<file path="src/rtl/opmes_pkg.sv">
// ============================================================================
// opmes_pkg
// Shared constants for the ORAM position map and eviction scheduler.
// ============================================================================
package opmes_pkg;

    // Fixed field widths
    localparam int ADDR_W = 12;
    localparam int CFG_W  = 8;
    localparam int CNT_W  = 8;

    // Default tree shape
    localparam int LEVELS_DEFAULT     = 10;
    localparam int REAL_SLOTS_DEFAULT = 4;

    // Request codes
    localparam logic REQ_ACCESS = 1'b0;
    localparam logic REQ_LOAD   = 1'b1;

    // Eviction interval after reset
    localparam logic [CFG_W-1:0] INTERVAL_RESET = 8'd1;

endpackage

</file>
<file path="src/rtl/opmes_evict_sched.sv">
// ============================================================================
// opmes_evict_sched
// Access counter, eviction interval register and reverse-lexicographic
// eviction pointer.
// ============================================================================
module opmes_evict_sched #(
    parameter int LEVELS = opmes_pkg::LEVELS_DEFAULT
) (
    input  logic                         clk,
    input  logic                         rst_n,
    input  logic                         cfg_wr_en,
    input  logic [opmes_pkg::CFG_W-1:0]  cfg_wr_data,
    input  logic                         bump,
    output logic                         evict_due,
    output logic [LEVELS-1:0]            evict_leaf
);

    localparam int PTR_W = LEVELS - 1;

    logic [opmes_pkg::CFG_W-1:0] interval_reg;
    logic [opmes_pkg::CNT_W-1:0] counter_reg;
    logic [opmes_pkg::CNT_W-1:0] counter_next;
    logic [PTR_W-1:0]            pointer_reg;
    logic [PTR_W-1:0]            pointer_next;
    logic [opmes_pkg::CNT_W:0]   count_inc;
    logic [PTR_W-1:0]            pointer_rev;

    // Wrap when the incremented count reaches the interval
    assign count_inc = {1'b0, counter_reg} + {{opmes_pkg::CNT_W{1'b0}}, 1'b1};
    assign evict_due = bump && (count_inc >= {1'b0, interval_reg});

    always_comb
    begin
        counter_next = counter_reg;
        pointer_next = pointer_reg;
        if (bump)
        begin
            if (evict_due)
            begin
                counter_next = '0;
                pointer_next = pointer_reg + {{(PTR_W-1){1'b0}}, 1'b1};
            end
            else
            begin
                counter_next = count_inc[opmes_pkg::CNT_W-1:0];
            end
        end
    end

    // Descend from the root LSB first: leaf = first leaf + bit-reversed pointer
    always_comb
    begin
        for (int i = 0; i < PTR_W; i++)
        begin
            pointer_rev[i] = pointer_reg[PTR_W-1-i];
        end
    end

    assign evict_leaf = {1'b0, pointer_rev} + {1'b0, {PTR_W{1'b1}}};

    // Hold interval, counter and pointer
    always_ff @(posedge clk or negedge rst_n)
    begin
        if (!rst_n)
        begin
            interval_reg <= opmes_pkg::INTERVAL_RESET;
            counter_reg  <= '0;
            pointer_reg  <= '0;
        end
        else
        begin
            if (cfg_wr_en)
            begin
                interval_reg <= cfg_wr_data;
            end
            counter_reg <= counter_next;
            pointer_reg <= pointer_next;
        end
    end

endmodule

</file>
<file path="config.mk">
export PLATFORM = sky130hd
export DESIGN_NAME = opmes_evict_sched
export DESIGN_NICKNAME = d
export VERILOG_FILES = /design/src/rtl/opmes_pkg.sv /design/src/rtl/opmes_evict_sched.sv
export SDC_FILE = /design/constraint.sdc
export NUM_CORES = 1
export LEC_CHECK = 0
export BUFFER_PORTS_ARGS = -buffer_cell sky130_fd_sc_hd__buf_4
export CORE_ASPECT_RATIO = 1.5
export CORE_MARGIN = 2
export CORE_UTILIZATION = 60
export CTS_CLUSTER_SIZE = 30
export DETAILED_ROUTE_END_ITERATION = 10
export PLACE_DENSITY = 0.84
export SLEW_MARGIN = 20
export SYNTH_ARGS = -nofsm -noshare
export SYNTH_HDL_FRONTEND = slang
export SYNTH_SLANG_ARGS = --single-unit
</file>
<file path="constraint.sdc">
create_clock -name clk -period 7.5 [get_ports clk]
set_clock_uncertainty 0.15 [all_clocks]
set_input_delay 0.75 -clock clk [delete_from_list [all_inputs] [get_ports clk]]
set_output_delay 0.75 -clock clk [all_outputs]
set_load 0.005 [all_outputs]
</file>
==> flow_metrics.env <==
export IMPL_status="finished clean"
export IMPL_cts_root_buffer="clkbuf_4"
export IMPL_worst_path_stages=12
export IMPL_synth_top_area_share_pct=39.8
export IMPL_synth_edf_count=0
export IMPL_netlist_area_sq_mm=0.00151
export IMPL_worstPathArrival_ns=3.26
export IMPL_synth_seq_area_share_pct=41.5
export IMPL_port_buffers=22
export IMPL_whs_ns=0.154
export IMPL_synth_ff_type="dfrtp_1"
export IMPL_synth_fp_nets=189
export IMPL_syn_to_final_growth_pct=12.9
export IMPL_grt_pass1_vias=1275
export IMPL_start_util_pct=62.3
export IMPL_die_x_um=44.9
export IMPL_postCtsHoldBufs=0
export IMPL_fin_crit_ns=4.16
export IMPL_hold_viol=0
export IMPL_clk_pin_slew_ns=0.13
export IMPL_p_per_area_mw_per_mm2=252
export IMPL_report_final_slew_viol_count=0
export IMPL_ys_types=33
export IMPL_track_usage_pct=23.5
export IMPL_syn_avg_cell_area_sq_um=9.15
export IMPL_dp_cells=206
export IMPL_largest_reg_flops=9
export IMPL_drt_wl_total_mm=2.92
export IMPL_cp_top_family="compound AO/OA/AOI/OAI gates"
export IMPL_grt_pass1_wl_mm=5.22
export IMPL_worstPathCellList="ha_1, nand2_1, or3_1, nand2_1, ha_1, o21ai_0, nor2_1, a221o_1, a41o_1, nand2_1, inv_1, buf_4"
export IMPL_yosysMostFrequentCell="dfrtp_1"
export IMPL_layout_cells_non_filler=210
export IMPL_cts_buffer_depth=2
export IMPL_place_gp_congestion=0.757
export IMPL_r2r_start="counter_reg[0]"
export IMPL_cp_slowest_cell="dfrtp_1"
export IMPL_startpoint="counter_reg[0]"
export IMPL_wl_per_cell_um=13.9
export IMPL_stdcell_area_sq_mm=0.00170
export IMPL_cts_max_level=1
export IMPL_r2r_end="pointer_reg[1]"
export IMPL_drt_iter0_markers=22
export IMPL_crit_fanout=11
export IMPL_cts_buffers=3
export IMPL_setup_viol=0
export IMPL_worstSetupEndpointType="primary output"
export IMPL_fmax_mhz=241
export IMPL_hold_class="in -> async"
export IMPL_dp_hpwl_mm=2.26
export IMPL_rsz0062_at_grt="false"
export IMPL_dieHeight_um=65.4
export IMPL_grt_max_degree=26
export IMPL_avgViaCountPerCell=5.71
export IMPL_cp_start_kind="register"
export IMPL_syn_inst=165
export IMPL_coreArea_sq_mm=0.00242
export IMPL_cts_setup_buffers=0
export IMPL_clock_latency_ns=0.32
export IMPL_fin_setup_tns_ns=0
export IMPL_synthTopCellsByCount="24 x dfrtp_1, 23 x nand2_1, 17 x inv_1, 13 x xnor2_1, 12 x ha_1"
export IMPL_drc_errors=0
export IMPL_diodes=0
export IMPL_cts_tree="done"
export IMPL_via_count=1199
export IMPL_antenna_found_initial=0
export IMPL_die_area_sq_mm=0.00294
export IMPL_synthArstFlopShare_pct=100
export IMPL_drtPass1Iterations=4
export IMPL_worst_path_most_repeated_cell="nand2_1"
export IMPL_boundaryPins=23
export IMPL_ys_seq_elements=25
export IMPL_worstPathRequired_ns=6.60
export IMPL_ff2ff_path_depth=11
export IMPL_slew_limit_headroom_pct=70.4
export IMPL_worst_pin_slew_ns=0.440
export IMPL_crit_end="evict_due"
export IMPL_synth_top_area_cell="dfrtp_1"
export IMPL_place_area_sq_mm=0.00168
export IMPL_grt_overflow_total=0
export IMPL_crit_type="reg -> out"
export IMPL_slowest_delay_ns=0.44
export IMPL_num_nets_final=211
export IMPL_yosys_warnings=0
export IMPL_r2r_slack_ns=4.16
export IMPL_std_cell_rows=22
export IMPL_cp_buffers_inverters=2
export IMPL_power_leakage_uw=0.000852
export IMPL_cap_violations=0
export IMPL_synth_area_leaders="dfrtp_1 40%, ha_1 10%, xnor2_1 7.5%, nand2_1 5.7%, inv_1 4.2%"
export IMPL_ir_worst_vdd_mv=0.184
export IMPL_cts_sinks=25
export IMPL_drive_above_1_share_pct=15.6
export IMPL_detail_route_antenna_nets=0
export IMPL_cts_resized=0
export IMPL_fin_crit_sh_pct=55.4
[through the flow]
step	util (%)	total power, uW	setup slack (ns)
4_1_cts	70.4	433	3.40
6_report	70.4	429	3.34
3_3_place_gp	69.3	363	3.91
2_1_floorplan	-	318	4.26
3_5_place_dp	69.3	373	3.78
5_1_grt	70.4	468	3.04
[layout by cell type, fill, tap and decap left out, drive strengths merged, types with 2 or more instances in the layout]
master	netlist	final
nand3	10	10
nand4	3	3
nand2	23	23
dfrtp	24	24
ha	12	12
nor2	9	9
xnor2	13	13
inv	17	17
buf	1	22
o2bb2ai	2	2
and3	3	3
or3	2	2
nor3	4	4
o21ai	14	14
clkbuf	4	4
xor2	6	6
mux2	2	2
o22ai	3	3
[worst min path at each step]
stage / to / cells past startpoint / start / slack [ns]
2_1_floorplan: counter_reg[0] / 0 / rst_n / 0.30
3_3_place_gp: pointer_reg[7] / 1 / pointer_reg[7] / 0.37
3_5_place_dp: pointer_reg[7] / 1 / pointer_reg[7] / 0.37
4_1_cts: interval_reg[5] / 1 / rst_n / 0.16
5_1_grt: interval_reg[5] / 1 / rst_n / 0.16
6_report: interval_reg[7] / 1 / rst_n / 0.15
[worst reg2reg max path, stage by stage, from the launching register on]
cell and delay, ns:
dfrtp_1 0.44, ha_1 0.27, nand2_1 0.11, or3_1 0.34, nand2_1 0.09, ha_1 0.25, o21ai_0 0.25, nor2_1 0.12
a221o_1 0.36, a41o_1 0.35, nand2_1 0.18, mux2_1 0.33
[kinds of logic after synthesis]
| logic type | Yosys count | share of synthesized area (%) |
|---|---|---|
| xor gates and xnor gates | 19 | 11.0 |
| AOI/OAI and AO/OA | 26 | 11.8 |
| and+or+nand+nor | 58 | 17.6 |
| buffers and inverters | 22 | 5.97 |
| adders and majority gates | 12 | 9.95 |
| DFF | 25 | 41.5 |
| muxes | 3 | 2.16 |
[final cells by class]
type                    instances  area (sq um)
inverters                      17          63.8
flip-flops and latches         25           627
repair buffers                 22           165
clock buffers                   4          26.3
well taps                      24          30.0
fillers                       214           718
multi-input cells             118           792
[routing by layer]
layer / GRT usage [%] / wire length, um / up-vias
li1: - / - / 604
met1: 24.4 / 1140 / 551
met2: 43.6 / 1540 / 32
met3: 2.75 / 130 / 12
met4: 12.1 / 104 / 0
met5: 0 / 0 / -
[where the power goes]
group | internal [uW] | total, uW | switching, uW | leakage, uW
clock network | 20.8 | 59.7 | 38.9 | 0.0000150
registers | 162 | 196 | 34.7 | 0.000316
logic | 81.8 | 173 | 91.4 | 0.000521
total | 264 | 429 | 165 | 0.000852
(Power assumes the default switching activity.)
